==> src/rtl/mwf_pkg.sv <==
// Shared constants, types and register codes of the clipped window median filter.
`default_nettype none
package mwf_pkg;
  localparam int MAX_KERNEL  = 7;
  localparam int MAX_WIDTH   = 1024;
  localparam int MAX_RAD     = (MAX_KERNEL - 1) / 2;
  localparam int RAD_W       = $clog2(MAX_RAD + 1);
  localparam int KW          = $clog2(MAX_KERNEL + 1);
  localparam int STORE_DEPTH = MAX_KERNEL * MAX_WIDTH;
  localparam int AW          = $clog2(STORE_DEPTH);
  localparam int WIN_MAX     = MAX_KERNEL * MAX_KERNEL;
  localparam int CNT_W       = $clog2(WIN_MAX + 1);
  localparam int LIN_W       = 26;
  localparam int PIX_W       = 24;
  localparam int QDEPTH      = 4;
  localparam int QW          = $clog2(QDEPTH);

  localparam logic OP_PIXEL = 1'b0;

  typedef enum logic [1:0] {
    REG_WIDTH,
    REG_HEIGHT,
    REG_KERNEL,
    REG_COLOR
  } reg_idx_t;

  typedef struct packed {
    logic [10:0]      w;
    logic [15:0]      h;
    logic [RAD_W-1:0] r;
    logic             color;
  } cfg_t;

  typedef struct packed {
    logic [15:0]   row;
    logic [9:0]    col;
    logic [AW-1:0] addr;
    logic          last;
  } job_t;

  typedef enum logic [2:0] {
    B_IDLE,
    B_SETUP,
    B_ADDR,
    B_SCAN,
    B_FLUSH,
    B_DECIDE,
    B_DONE
  } bstate_t;
endpackage
`default_nettype wire

==> src/rtl/mwf_front.sv <==
// Front part: accepts items, writes the line store and issues output jobs.
`default_nettype none
module mwf_front import mwf_pkg::*; (
  input  wire logic             clk,
  input  wire logic             rst_n,
  input  wire cfg_t             cfg,
  input  wire logic             restart,
  input  wire logic             in_valid,
  output logic                  in_ready,
  input  wire logic             opcode,
  input  wire logic [PIX_W-1:0] pix,
  input  wire logic             q_full,
  input  wire logic             drained,
  output logic                  wr_en,
  output logic [AW-1:0]         wr_addr,
  output logic [PIX_W-1:0]      wr_data,
  output logic                  push,
  output job_t                  push_job
);
  logic [15:0]      in_row_r, in_row_nxt, out_row_r, out_row_nxt;
  logic [9:0]       in_col_r, in_col_nxt, out_col_r, out_col_nxt;
  logic [LIN_W-1:0] in_lin_r, in_lin_nxt, out_lin_r, out_lin_nxt;
  logic [AW-1:0]    wa_r, wa_nxt, oa_r, oa_nxt;
  logic             hold_r, hold_nxt;
  logic             acc, complete, is_pix, complete_new, due;
  logic [10:0]      in_col_inc, out_col_inc;
  logic [LIN_W:0]   lag, due_lim;

  assign in_ready = !q_full && !(hold_r && !drained);
  assign acc      = in_valid && in_ready;
  assign complete = (in_row_r >= cfg.h);
  assign is_pix   = acc && (opcode == OP_PIXEL) && !complete;
  assign lag      = (LIN_W+1)'(cfg.r) * (LIN_W+1)'(cfg.w) + (LIN_W+1)'(cfg.r);
  assign due_lim  = {1'b0, out_lin_r} + lag;
  assign in_col_inc  = {1'b0, in_col_r} + 11'd1;
  assign out_col_inc = {1'b0, out_col_r} + 11'd1;

  assign wr_en   = is_pix;
  assign wr_addr = wa_r;
  assign wr_data = cfg.color ? pix : {16'd0, pix[7:0]};

  always_comb begin
    in_row_nxt = in_row_r;
    in_col_nxt = in_col_r;
    in_lin_nxt = in_lin_r;
    wa_nxt     = wa_r;
    if (is_pix) begin
      in_lin_nxt = in_lin_r + 1'b1;
      wa_nxt     = (wa_r == AW'(STORE_DEPTH - 1)) ? '0 : wa_r + 1'b1;
      if (in_col_inc >= cfg.w) begin
        in_col_nxt = '0;
        in_row_nxt = in_row_r + 1'b1;
      end else begin
        in_col_nxt = in_col_inc[9:0];
      end
    end
    complete_new = (in_row_nxt >= cfg.h);
    due = is_pix ? (complete_new || ({1'b0, in_lin_r} >= due_lim)) : (acc && complete);

    push     = due;
    out_row_nxt = out_row_r;
    out_col_nxt = out_col_r;
    if (out_col_inc >= cfg.w) begin
      out_col_nxt = '0;
      out_row_nxt = out_row_r + 1'b1;
    end else begin
      out_col_nxt = out_col_inc[9:0];
    end
    push_job.row  = out_row_r;
    push_job.col  = out_col_r;
    push_job.addr = oa_r;
    push_job.last = (out_row_nxt >= cfg.h);

    out_lin_nxt = out_lin_r;
    oa_nxt      = oa_r;
    hold_nxt    = hold_r && !drained;
    if (!due) begin
      out_row_nxt = out_row_r;
      out_col_nxt = out_col_r;
    end else begin
      out_lin_nxt = out_lin_r + 1'b1;
      oa_nxt      = (oa_r == AW'(STORE_DEPTH - 1)) ? '0 : oa_r + 1'b1;
    end
    // The frame's last job or restart resets the counters; after that job
    // new pixels wait until the back has read everything of the old frame.
    if ((due && push_job.last) || restart) begin
      in_row_nxt  = '0;
      in_col_nxt  = '0;
      in_lin_nxt  = '0;
      wa_nxt      = '0;
      out_row_nxt = '0;
      out_col_nxt = '0;
      out_lin_nxt = '0;
      oa_nxt      = '0;
      hold_nxt    = !restart;
    end
  end

  always_ff @(posedge clk) begin
    if (!rst_n) begin
      in_row_r  <= '0;
      in_col_r  <= '0;
      in_lin_r  <= '0;
      wa_r      <= '0;
      out_row_r <= '0;
      out_col_r <= '0;
      out_lin_r <= '0;
      oa_r      <= '0;
      hold_r    <= 1'b0;
    end else begin
      in_row_r  <= in_row_nxt;
      in_col_r  <= in_col_nxt;
      in_lin_r  <= in_lin_nxt;
      wa_r      <= wa_nxt;
      out_row_r <= out_row_nxt;
      out_col_r <= out_col_nxt;
      out_lin_r <= out_lin_nxt;
      oa_r      <= oa_nxt;
      hold_r    <= hold_nxt;
    end
  end
endmodule
`default_nettype wire

==> config.mk <==
export PLATFORM = sky130hd
export DESIGN_NAME = mwf_front
export DESIGN_NICKNAME = d
export VERILOG_FILES = /design/src/rtl/mwf_pkg.sv /design/src/rtl/mwf_front.sv
export SDC_FILE = /design/constraint.sdc
export NUM_CORES = 1
export LEC_CHECK = 0
export ABC_AREA = 1
export BUFFER_PORTS_ARGS = -buffer_cell sky130_fd_sc_hd__buf_2
export CORE_MARGIN = 2
export CORE_UTILIZATION = 50
export DETAILED_ROUTE_END_ITERATION = 7
export GPL_ROUTABILITY_DRIVEN = 0
export PLACE_DENSITY_LB_ADDON = 0.15
export SLEW_MARGIN = 20
export SYNTH_ARGS = -nofsm -noshare
export SYNTH_HDL_FRONTEND = slang
export SYNTH_SLANG_ARGS = --single-unit
export TNS_END_PERCENT = 5
==> constraint.sdc <==
create_clock -name clk -period 25 [get_ports clk]
set_input_delay 5 -clock clk [delete_from_list [all_inputs] [get_ports clk]]
set_output_delay 5 -clock clk [all_outputs]
set_load 0.1 [all_outputs]
# Word level (Yosys, flattened, before mapping)
# Index checks and enable logic that the tools add are counted.
[totals]
regBits = 131
out_inout_bits = 80
wordCells = 55
[op_classes]
n_addsub = 10
multipliers = 1
order_cmp = 6
n_eq_ne = 2
n_mux = 10
bitwise = 2
reduce_logical = 15
[ops]
columns = ["cell", "count"]
rows = [
  ["adder 26 x 1 -> 26 bit, second input constant", 2],
  ["greater-or-equal comparator 16 bit", 3],
  ["2-to-1 mux 16 bit", 3],
  ["adder 16 x 1 -> 16 bit, second input constant", 2],
  ["adder 26 x 14 -> 27 bit", 1],
  ["greater-or-equal comparator 26 x 27 -> 1 bit", 1],
  ["adder 13 x 1 -> 13 bit, second input constant", 2],
  ["== test 13 bit, second input constant", 2],
  ["2-to-1 mux 13 bit", 2],
  ["2-to-1 mux 24 bit", 1],
  ["adder 10 x 1 -> 11 bit, second input constant", 2],
  ["greater-or-equal comparator 11 bit", 2],
  ["2-to-1 mux 10 bit", 2],
  ["adder 13 x 2 -> 14 bit", 1],
  ["multiplier 2 x 11 -> 13 bit", 1],
  ["logical AND 1 bit", 7],
  ["zero test 1 bit", 5],
  ["logical OR 1 bit", 2],
  ["2-to-1 mux 1 bit", 2],
  ["NOT 1 bit", 2],
  ["OR reduction 2 bit", 1],
]

# Depth between registers and ports, before layout
# Gate-level depths: netlist of run 1.
[depth]
ltp_word = 14
depth_mapped = 38
depth_no_buf = 37

# Worst setup path after synthesis of run 1
# No wires, ideal clock.
[synth_path]
path_kind = "input to output"
startpoint = "input port drained"
endpoint = "output port push"
arrival_ns = 10.185
slack_ns = 9.815
cell_stages = 19
path_cell_list = "inv_1 > a21oi_1 > nand3b_1 > nor2_1 > clkbuf_1 > clkbuf_1 > o21ai_0 > inv_1 > ha_1 > a21oi_1 > nor2_1 > a211oi_1 > nand2_1 > nor2_1 > nand2_1 > nand2_2 > nand2_2 > buf_2 > buf_2"
[synth_via]
elab_chain_len = 11
word_cells_on_any_way = 12
cone_classes = "order compare (1); mux (2); reduce/logical (9)"
[synth_lines]
columns = ["item", "line_no", "rtl"]
rows = [
  ["start, declared", "mwf_front.sv:13", "input wire logic drained,"],
  ["zero test 1 bit (*)", "mwf_front.sv:29", "assign in_ready = !q_full && !(hold_r && !drained);"],
  ["logical AND 1 bit (*)", "mwf_front.sv:29", ""],
  ["zero test 1 bit (*)", "mwf_front.sv:29", ""],
  ["logical AND 1 bit (*)", "mwf_front.sv:29", ""],
  ["net in_ready", "mwf_front.sv:9", "output logic in_ready,"],
  ["logical AND 1 bit (*)", "mwf_front.sv:30", "assign acc = in_valid && in_ready;"],
  ["logical AND 1 bit (*) (2 in series)", "mwf_front.sv:32", "assign is_pix = acc && (opcode == OP_PIXEL) && !complete;"],
  ["net wr_en", "mwf_front.sv:14", "output logic wr_en,"],
  ["2-to-1 mux 16 bit", "mwf_front.sv:47", "if (is_pix) begin"],
  ["greater-or-equal comparator 16 bit", "mwf_front.sv:57", "complete_new = (in_row_nxt >= cfg.h);"],
  ["logical OR 1 bit", "mwf_front.sv:58", "due = is_pix ? (complete_new || ({1'b0, in_lin_r} >= due_lim)) : (acc && complete);"],
  ["2-to-1 mux 1 bit (*)", "mwf_front.sv:58", ""],
  ["end, declared", "mwf_front.sv:17", "output logic push,"],
]
# The timed path passes the listed nets; every way through them passes the cells marked *.

# Worst setup path in the final report of run 1
[layout_path]
startpoint = "input port cfg[2] in the netlist's numbering"
endpoint = "output port push"
[layout_via]
elab_chain_len = 6
[layout_lines]
columns = ["item", "line_no", "rtl"]
rows = [
  ["start, declared", "mwf_front.sv:6", "input wire cfg_t cfg,"],
  ["multiplier 2 x 11 -> 13 bit", "mwf_front.sv:33", "assign lag = (LIN_W+1)'(cfg.r) * (LIN_W+1)'(cfg.w) + (LIN_W+1)'(cfg.r);"],
  ["adder 13 x 2 -> 14 bit (*)", "mwf_front.sv:33", ""],
  ["adder 26 x 14 -> 27 bit (*)", "mwf_front.sv:34", "assign due_lim = {1'b0, out_lin_r} + lag;"],
  ["greater-or-equal comparator 26 x 27 -> 1 bit (*)", "mwf_front.sv:58", ""],
  ["logical OR 1 bit (*)", "mwf_front.sv:58", ""],
  ["2-to-1 mux 1 bit (*)", "mwf_front.sv:58", ""],
]
# Every way passes the cells marked *; elsewhere a longest branch is shown, timed or not.

==> results of run 1 <==
## cell families (layout without fill, tap and decap cells)
| group | Yosys count | count (layout) | synth area share, % |
|---|---|---|---|
| simple gates | 870 | 870 | 31.9 |
| mux | 4 | 4 | 0.348 |
| fa+ha+maj | 142 | 142 | 16.2 |
| flops | 131 | 131 | 22.8 |
| compound gates | 144 | 144 | 6.95 |
| xor+xnor | 128 | 128 | 9.75 |
| other cells | 0 | 1 | 0 |
| buf+inv | 335 | 443 | 12.0 |
## cells in the mapped netlist, types with 2 or more instances
master / n / area [um^2]
buf_6: 11 / 124
inv_1: 278 / 1040
a211oi_1: 3 / 22.5
a22oi_1: 9 / 67.6
a21oi_1: 62 / 310
xnor2_1: 15 / 131
nor2_1: 239 / 897
ha_1: 130 / 1630
a31o_2: 2 / 17.5
xor2_1: 113 / 990
clkbuf_1: 23 / 86.3
nand4_1: 35 / 219
o21ai_0: 46 / 230
nand3_1: 116 / 581
nand2_1: 398 / 1490
buf_1: 6 / 22.5
mux2i_1: 4 / 40.0
a21o_1: 5 / 37.5
o311ai_0: 2 / 17.5
fa_1: 12 / 240
nand3b_1: 7 / 52.6
buf_2: 6 / 30.0
nor4_1: 12 / 75.1
dfxtp_1: 131 / 2620
nor3_1: 52 / 260
o21ai_1: 7 / 35.0
nand2_2: 3 / 18.8
buf_4: 8 / 60.1
o21a_1: 3 / 22.5
nor3b_1: 2 / 15.0
## sequential cells by signal, indices dropped and copies added (netlist names)
register / flops
in_lin_r: 26
out_lin_r: 26
in_row_r: 16
out_row_r: 16
oa_r: 13
wr_addr: 13
in_col_r: 10
out_col_r: 10
hold_r: 1
## cell type report
| cell class | instances | area, um^2 | area share (%) |
|---|---|---|---|
| Clock inverter | 13 | 151 | 1.18 |
| Multi-Input combinational cell | 1288 | 7510 | 58.6 |
| Timing Repair Buffer | 131 | 673 | 5.25 |
| Inverter | 280 | 1050 | 8.20 |
| Clock buffer | 19 | 443 | 3.46 |
| Sequential cell | 131 | 2620 | 20.5 |
| Antenna cell | 1 | 2.50 | 0.0195 |
| Tap cell | 285 | 357 | 2.78 |
## per-layer routing
metal	vias up	track usage, %
met4	0	6.47
met5	-	0
li1	5767	-
met2	214	41.7
met1	5022	33.2
met3	30	4.14
## worst reg2reg max path: cells and delay by family, from the launching register on
family | cells | cell delay [ns]
and+or+nand+nor | 17 | 2.60
xor gates and xnor gates | 1 | 0.16
buffers and inverters | 7 | 2.00
DFF | 1 | 0.44
AOI/OAI and AO/OA | 3 | 0.74
adders and majority gates | 4 | 1.59
## power by group
part           internal (mW)  switching [mW]
registers              0.209         0.00107
clock network          0.151           0.106
logic                 0.0201          0.0491
## worst paths after layout
check / from / endpoint / slack, ns / depth (start not counted)
max: cfg[2] / push / 9.36 / 30
min reg2reg: hold_r$_SDFF_PN0_ / hold_r$_SDFF_PN0_ / 0.50 / 2
min: hold_r$_SDFF_PN0_ / hold_r$_SDFF_PN0_ / 0.50 / 2
max reg2reg: out_lin_r[2]$_SDFFE_PP0P_ / out_lin_r[24]$_SDFFE_PP0P_ / 17.33 / 32
==> qor.yml, run 1 <==
cells_and_area:
  final_cell_mix: "nand2_1 (398), inv_1 (278), nor2_1 (238)"
  final_common_cell: "nand2_1"
  final_util_pct: 56.6
  synthToLayoutAreaGrowth_pct: 11.4
  drive_above_1_share_pct: 9.24
  stdcell_count: 2148
  fin_area_um2: 12800
  final_nets: 2052
  fillers: 2277
worst_setup_path:
  worstPathMaxFanout: 54
  path_buf_inv: 6
  slowest_stage: "fa_1"
  startpoint_type: "input pin"
  crit_type: "input pin to output port"
  cpMostUsedCell: "nand2_1"
  crit_required_ns: 20.00
  crit_arrival_ns: 10.64
  critPathTopFamily: "adder cells"
  crit_path_end_kind: "output port"
  slowest_delay_ns: 0.52
power_and_ir_drop:
  p_leak_nw: 6.39
  vdd_drop_max_uv: 37.1
  power.density_nw_per_um2: 41.9
  total_power_mw: 0.537
clock_tree:
  ctsHoldBuffers: 0
  cts_setup_buffers: 0
  cts_buffer_depth: 2
  cts_resized: 0
  cts_tree: "done"
  clk_latency_ns: 0.43
  htree_levels: 4
  path_clk_slew_ns: 0.07
  cts_num_sinks: 131
  cts_root_buffer: "clkbuf_16"
  cts_buffers: 17
drt:
  wl_met1_um: 14000
  met2_length_um: 13500
  drc: 0
  vias: 11033
  drtIter0Drc: 574
  dr_wl_met3_um: 1270
  totalWireLength_um: 29200
  drtPass1Iterations: 5
  wl_per_cell_um: 13.6
  vias_per_cell: 5.14
  postRouteAntennaNets: 0
  routed.top_layer: "met4"
sta:
  layout_setup_ws_ns: 9.36
  skew_ns: 0.0112
  final_max_slew_viol_count: 0
  fin_crit_sh_pct: 62.6
  tns_ns: 0
  rsz0062_at_grt: "no"
  clock.fmax_mhz: 63.9
  finalHoldViolations: 0
  worstMarginPinSlew_ns: 0.905
  hold_slack_ns: 0.495
  setup_viol: 0
  period_needed_ns: 15.64
  slew_headroom_pct: 39.5
global_routing:
  grt_usage_pct: 24.9
  antenna_found_initial: 1
  grt_pass1_vias: 10178
  grt_max_degree: 79
  grt_pass1_wl_um: 49300
  overflow: 0
logic_synthesis:
  synthesis.instances: 1754
  synth_edf_count: 0
  synth_area_um2: 11500
  synth.yosys.seq_area_share_pct: 22.8
  avgSynthCellArea_um2: 6.56
  synth.net_count: 1957
  yosysWarningCount: 0
  ys_ff_latch: 131
  ys_types: 44
  synthArstFlopShare_pct: 0
  synth_ff_type: "dfxtp_1"
placed_design:
  pre_cts_ws_ns: 9.37
  dpl.cell_count: 2115
  numPortBuffers: 124
  dp_hpwl_um: 22500
  place_area_um2: 12200
die:
  fp.dieH_um: 156
  io_pins: 141
  die_w_um: 156
  rows: 55
  dieArea_um2: 24200
  coreArea_um2: 22600
  start_util_pct: 50.8
flow_run:
  cap_violations: 0
hold_path:
  timing.hold.worst.class: "flop to flop"
run_status:
  status: "finished clean"
No activity file was read; power rests on OpenSTA's default activity.
==> run 2: changes to the inputs <==
Settings changed: ABC_AREA 1 to 0.
Clock period 25 ns to 14.2 ns, I/O delays scaled along.
==> run 2 against run 1 <==
Final area down 10%. Final cell count down 25%. Non-clock buffer count down 2. Global-route usage down 2.6 points. Worst hold slack worse by 0.015 ns. Clock power up 72%. Sequential cell count unchanged. Via count down 17%. Highest routed layer unchanged.
==> qor.yml, run 2 <==
logic_synthesis:
  synth.area.top_cells: "dfxtp_1 (26%), ha_1 (16%), a21oi_1 (5.2%)"
  synth_edf_count: 0  # unchanged
  synth_top_area_share_pct: 25.6  # +2.8 points
  yosysWarningCount: 0  # unchanged
  synth_area_um2: 10200  # -11%
  synth.net_count: 1449  # -26%
  synth.yosys.seq_area_share_pct: 25.6  # +2.8 points
  synth_compound_area_share_pct: 15.4  # +8.5 points
  ys_types: 63  # +43%
  yosysMostFrequentCell: "dfxtp_1"
  yosys.area.top_type: "dfxtp_1"
  synthArstFlopShare_pct: 0  # unchanged
  synthesis.instances: 1246  # -29%
  ys_ff_latch: 131  # unchanged
  synth_ff_type: "dfxtp_1"
  synth_mux_area_share_pct: 0.709  # +0.36 points
  avgSynthCellArea_um2: 8.21  # +25%
  synth_top_family_by_area: "simple AND/OR/NAND/NOR gates"
  synth_xor_area_share_pct: 8.64  # -1.1 points
  synth-simple-area-share_pct: 25.8  # -6.1 points
  synthTopCellsByCount: "dfxtp_1 (131), ha_1 (130), a21oi_1 (106)"
  synthAdderAreaFrac_pct: 18.2  # +2.0 points
clock_tree:
  cts_buffer_depth: 2  # unchanged
  clk_latency_ns: 0.43  # about the same
  ctsHoldBuffers: 0  # unchanged
  cts_setup_buffers: 0  # unchanged
  cts_buffers: 17  # unchanged
  path_clk_slew_ns: 0.06  # about the same
  cts_root_buffer: "clkbuf_16"
  cts_num_sinks: 131  # unchanged
  htree_levels: 4  # unchanged
  cts_resized: 0  # unchanged
  cts_tree: "done"
worst_setup_path:
  crit_type: "input pin to output port"
  worstPathMaxFanout: 23  # -57%
  crit_arrival_ns: 8.55  # -2.09 ns
  startpoint_type: "input pin"
  r2r_start: "out_col_r[0]$_SDFFE_PP0P_"
  crit_path_end_kind: "output port"
  crit_start: "cfg[2]"
  crit_required_ns: 11.36  # -8.64 ns
power_and_ir_drop:
  power.density_nw_per_um2: 79.2  # +89%
  p_sw_mw: 0.250  # +60%
  p_int_mw: 0.659  # +73%
  clkPwrFrac_pct: 48.6  # +0.7 points
  p_leak_nw: 5.01  # -22%
  vdd_drop_max_uv: 87.3  # +140%
  swShare_pct: 27.5  # -1.6 points
  p_seq_share_pct: 40.5  # +1.3 points
  p_comb_share_pct: 10.9  # -2.0 points
sta:
  finalHoldViolations: 0  # unchanged
  tns_ns: 0  # unchanged
  clock.fmax_mhz: 87.8
  rsz0062_at_grt: "no"
  setup_viol: 0  # unchanged
  skew_ns: 0.0103  # -0.000804 ns
  worstMarginPinSlew_ns: 0.981  # +0.0753 ns
  final_max_slew_viol_count: 0  # unchanged
  slew_headroom_pct: 34.4  # -5.0 points
  period_needed_ns: 11.39
  fin_crit_sh_pct: 80.2
drt:
  vias: 9173  # -17%
  vias_per_cell: 5.66  # +10%
  drc: 0  # unchanged
  totalWireLength_um: 24000  # -18%
  drtIter0Drc: 570  # -0.70%
  wl_per_cell_um: 14.8  # +8.7%
  drtPass1Iterations: 5  # unchanged
  postRouteAntennaNets: 0  # unchanged
die:
  coreArea_um2: 20200  # -11%
  io_pins: 141  # unchanged
  fp.dieH_um: 147  # -5.5%
  rows: 52  # -5.5%
  dieArea_um2: 21600  # -11%
  die_w_um: 147  # -5.5%
  start_util_pct: 50.7  # about the same
cells_and_area:
  multiInputGateArea_um2: 7050  # -6.1%
  drive_above_1_share_pct: 13.0  # +3.8 points
  final_cell_mix: "dfxtp_1 (131), ha_1 (130), buf_2 (124)"
  regArea_um2: 2620  # unchanged
  fillers: 1918  # -16%
  final_common_cell: "dfxtp_1"
  final_util_pct: 57.0  # +0.37 points
  synthToLayoutAreaGrowth_pct: 12.3
  final_nets: 1540  # -25%
  antenna_cells: 0  # -1
  reg_top3: "in_lin_r: 26 flops, out_lin_r: 26 flops"
global_routing:
  grt_pass1_wl_um: 40100  # -19%
  grt_max_degree: 107  # +35%
  overflow: 0  # unchanged
  grt_usage_pct: 22.2  # -2.6 points
  grt_pass1_vias: 8254  # -19%
  antenna_found_initial: 0  # -1
hold_path:
  hold_start: "in_col_r[9]$_SDFFE_PP0N_"
  timing.hold.worst.class: "flop to flop"
run_status:
  status: "finished clean"
placed_design:
  numPortBuffers: 124  # unchanged
  dp_hpwl_um: 17800  # -21%
flow_run:
  cap_violations: 0  # unchanged
[run 2: metrics by stage]
step	area, um^2	cells	worst slack (ns)	hold WS (ns)	power, mW
after floorplan	10200	1246	3.43	0.444	0.461
after CTS	11500	1620	2.82	0.480	0.918
final	11500	1620	2.81	0.481	0.910
after global routing	11500	1620	2.29	0.507	0.943
after global placement	10900	1588	3.05	0.459	0.474
after detailed placement	10900	1588	2.81	0.472	0.476
[run 2: critical path, cell delays in order]
cell and delay, ns:
buf_2 0.19, and2_1 0.19, fa_1 0.44, fa_1 0.52
ha_1 0.18, inv_1 0.06, fa_1 0.40, nor2b_1 0.11
o21ai_0 0.10, a21oi_1 0.30, o211ai_1 0.16, a31oi_1 0.31
and3_1 0.24, xnor2_1 0.12, ha_1 0.26, o21ai_0 0.24
nor2_1 0.06, a2111oi_0 0.37, a21boi_0 0.17, nand4b_1 0.34
a211oi_4 0.30, inv_2 0.25, buf_2 0.38
[run 2: power by group through the flow]
stage / Sequential, mW / Combinational (mW) / Clock, mW
after floorplan: 0.377 / 0.0843 / 0
after global placement: 0.376 / 0.0980 / 0
final: 0.368 / 0.0992 / 0.442
after CTS: 0.368 / 0.100 / 0.450
after detailed placement: 0.376 / 0.0997 / 0
after global routing: 0.368 / 0.111 / 0.465
[run 2: layer usage]
layer	up-vias	track usage [%]	wire length [um]
li1	4688	-	-
met1	4276	31.0	11600
met2	185	36.2	11000
met3	24	3.79	1040
met4	0	5.14	331
met5	-	0	0
[run 2: path summary, 6_finish.rpt]
path / depth (start not counted) / to / slack [ns]
worst min-delay path: 2 / in_col_r[9]$_SDFFE_PP0N_ / 0.48
worst max register to register: 24 / out_col_r[0]$_SDFFE_PP0P_ / 7.51
worst max-delay path: 23 / push / 2.81
worst min register to register: 2 / in_col_r[9]$_SDFFE_PP0N_ / 0.48
[run 2: cell type report]
class	count	share of cell area (%)
Clock buffer	17	3.70
Clock inverter	15	1.35
Inverter	63	2.06
Multi-Input combinational cell	995	61.4
Sequential cell	131	22.8
Tap cell	270	2.94
Timing Repair Buffer	129	5.73
[run 2: cell families after synthesis]
group                    Yosys count
AO/OA/AOI/OAI                    254
AND/OR/NAND/NOR                  491
flip-flops                       131
adder cells (fa/ha/maj)          142
XOR/XNOR                         101
buffers and inverters            120
multiplexers                       7
==> run 3: changes to the inputs <==
Clock period 14.2 ns to 9.8 ns, I/O delays scaled along.
==> run 3 against run 2 <==
Setup slack got worse by 2.3 ns. Largest cell class unchanged. Worst hold slack improved by 0.012 ns. Critical path depth did not move.
==> qor.yml, run 3 (synthesized netlist as in run 2, its figures left out) <==
run_status:
  status: "finished clean"
clock_tree:
  cts_resized: 0  # unchanged
  cts_num_sinks: 131  # unchanged
  cts_root_buffer: "clkbuf_16"
  path_clk_slew_ns: 0.06  # about the same
  cts_tree: "done"
  clk_latency_ns: 0.43  # about the same
  cts_buffers: 17  # unchanged
  cts_setup_buffers: 0  # unchanged
  cts_buffer_depth: 2  # unchanged
  htree_levels: 4  # unchanged
  ctsHoldBuffers: 0  # unchanged
worst_setup_path:
  crit_path_cell_trace: "buf_2 -> and2_1 -> fa_1 -> fa_1 -> ha_1 -> inv_1 -> fa_1 -> nor2b_1 -> o21ai_0 -> a21oi_2 -> o211ai_1 -> a31oi_2 -> and3_1 -> xnor2_1 -> ha_1 -> o21ai_0 -> nor2_1 -> a2111oi_1 -> a21boi_0 -> nand4b_1 -> a211oi_4 -> inv_2 -> buf_2"
  crit_required_ns: 7.84  # -3.52 ns
  path_buf_inv: 4  # unchanged
  slowest_stage: "fa_1"
  critPathTopFamily: "compound AO/OA/AOI/OAI gates"
  crit_type: "input pin to output port"
  crit_path_end_kind: "output port"
  worstPathMaxFanout: 12  # -48%
  crit_arrival_ns: 7.30  # -1.25 ns
  startpoint_type: "input pin"
  slowest_delay_ns: 0.52  # about the same
  cpMostUsedCell: "fa_1"
drt:
  wl_per_cell_um: 14.8  # +0.25%
  vias_per_cell: 5.67  # +0.15%
  vias: 9209  # +0.39%
  drtPass1Iterations: 5  # unchanged
  drtIter0Drc: 542  # -4.9%
  totalWireLength_um: 24100  # +0.50%
  postRouteAntennaNets: 0  # unchanged
  drc: 0  # unchanged
global_routing:
  grt_max_degree: 107  # unchanged
  grt_pass1_vias: 8106  # -1.8%
  antenna_found_initial: 0  # unchanged
  grt_pass1_wl_um: 39900  # -0.52%
  grt_usage_pct: 22.3  # +0.026 points
  overflow: 0  # unchanged
hold_path:
  timing.hold.worst.class: "flop to flop"
die:
  dieArea_um2: 21600  # unchanged
  coreArea_um2: 20200  # unchanged
  io_pins: 141  # unchanged
  rows: 52  # unchanged
  fp.dieH_um: 147  # unchanged
  die_w_um: 147  # unchanged
  start_util_pct: 50.7  # unchanged
flow_run:
  cap_violations: 0  # unchanged
sta:
  clock.fmax_mhz: 108
  tns_ns: 0  # unchanged
  setup_viol: 0  # unchanged
  worstMarginPinSlew_ns: 0.938  # -0.0430 ns
  skew_ns: 0.0151  # +0.00478 ns
  hold_slack_ns: 0.493  # +0.0120 ns
  period_needed_ns: 9.26
  slew_headroom_pct: 37.5  # +3.1 points
  final_max_slew_viol_count: 0  # unchanged
  rsz0062_at_grt: "no"
  layout_setup_ws_ns: 0.536  # -2.28 ns
  fin_crit_sh_pct: 94.5
  finalHoldViolations: 0  # unchanged
placed_design:
  numPortBuffers: 124  # unchanged
  dp_hpwl_um: 17900  # +0.64%
  pre_cts_ws_ns: 0.358  # -2.45 ns
power_and_ir_drop:
  power.density_nw_per_um2: 115  # +45%
  p_leak_nw: 5.02  # +0.29%
  total_power_mw: 1.32  # +46%
  vdd_drop_max_uv: 110  # +27%
cells_and_area:
  reg_top3: "in_lin_r: 26 flops, out_lin_r: 26 flops"
  antenna_cells: 0  # unchanged
  drive_above_1_share_pct: 13.4  # +0.33 points
  final_cell_mix: "dfxtp_1 (131), ha_1 (130), buf_2 (124)"
  final_common_cell: "dfxtp_1"
  synthToLayoutAreaGrowth_pct: 12.8
  final_util_pct: 57.2  # +0.27 points
  final_nets: 1544  # +0.26%
run 3: worst min-delay path: stages, from the launching register on:
cell	delay [ns]
dfxtp_1	0.33
nand2_1	0.06
a21oi_1	0.05
run 3: worst paths after layout:
path,from,cells after the start,slack [ns],to
worst max-delay path,cfg[2],23,0.54,push
worst min-delay path,in_col_r[9]$_SDFFE_PP0N_,2,0.49,in_col_r[9]$_SDFFE_PP0N_
worst max register to register,out_col_r[0]$_SDFFE_PP0P_,25,3.38,wr_addr[1]$_SDFFE_PP0N_
worst min register to register,in_col_r[9]$_SDFFE_PP0N_,2,0.49,in_col_r[9]$_SDFFE_PP0N_
run 3: layout make-up:
class / count / area [um^2]
well taps: 270 / 338
repair buffers: 133 / 688
fillers: 1847 / 8630
clock inverters: 13 / 151
clock buffers: 19 / 443
multi-input cells: 995 / 7060
flip-flops and latches: 131 / 2620
inverters: 63 / 236
run 3: per-stage QoR:
stage	area, um^2	cells
floorplan	10200	1246
global placement	10900	1592
detailed placement	10900	1592
CTS	11500	1624
global route	11500	1624
finish	11500	1624
run 3: power breakdown:
group	leakage, nW	switching [mW]	total [mW]	internal (mW)
Clock	0.276	0.262	0.646	0.384
Combinational	3.69	0.0974	0.145	0.0473
Sequential	1.05	0.000416	0.533	0.533
Total	5.02	0.360	1.32	0.964
run 3: layer usage:
layer,global-route usage (%),vias up,wire (um)
met2,35.0,206,10900
met1,31.6,4281,11800
met3,3.57,24,1070
met4,6.44,0,335
li1,-,4698,-
met5,0,-,0
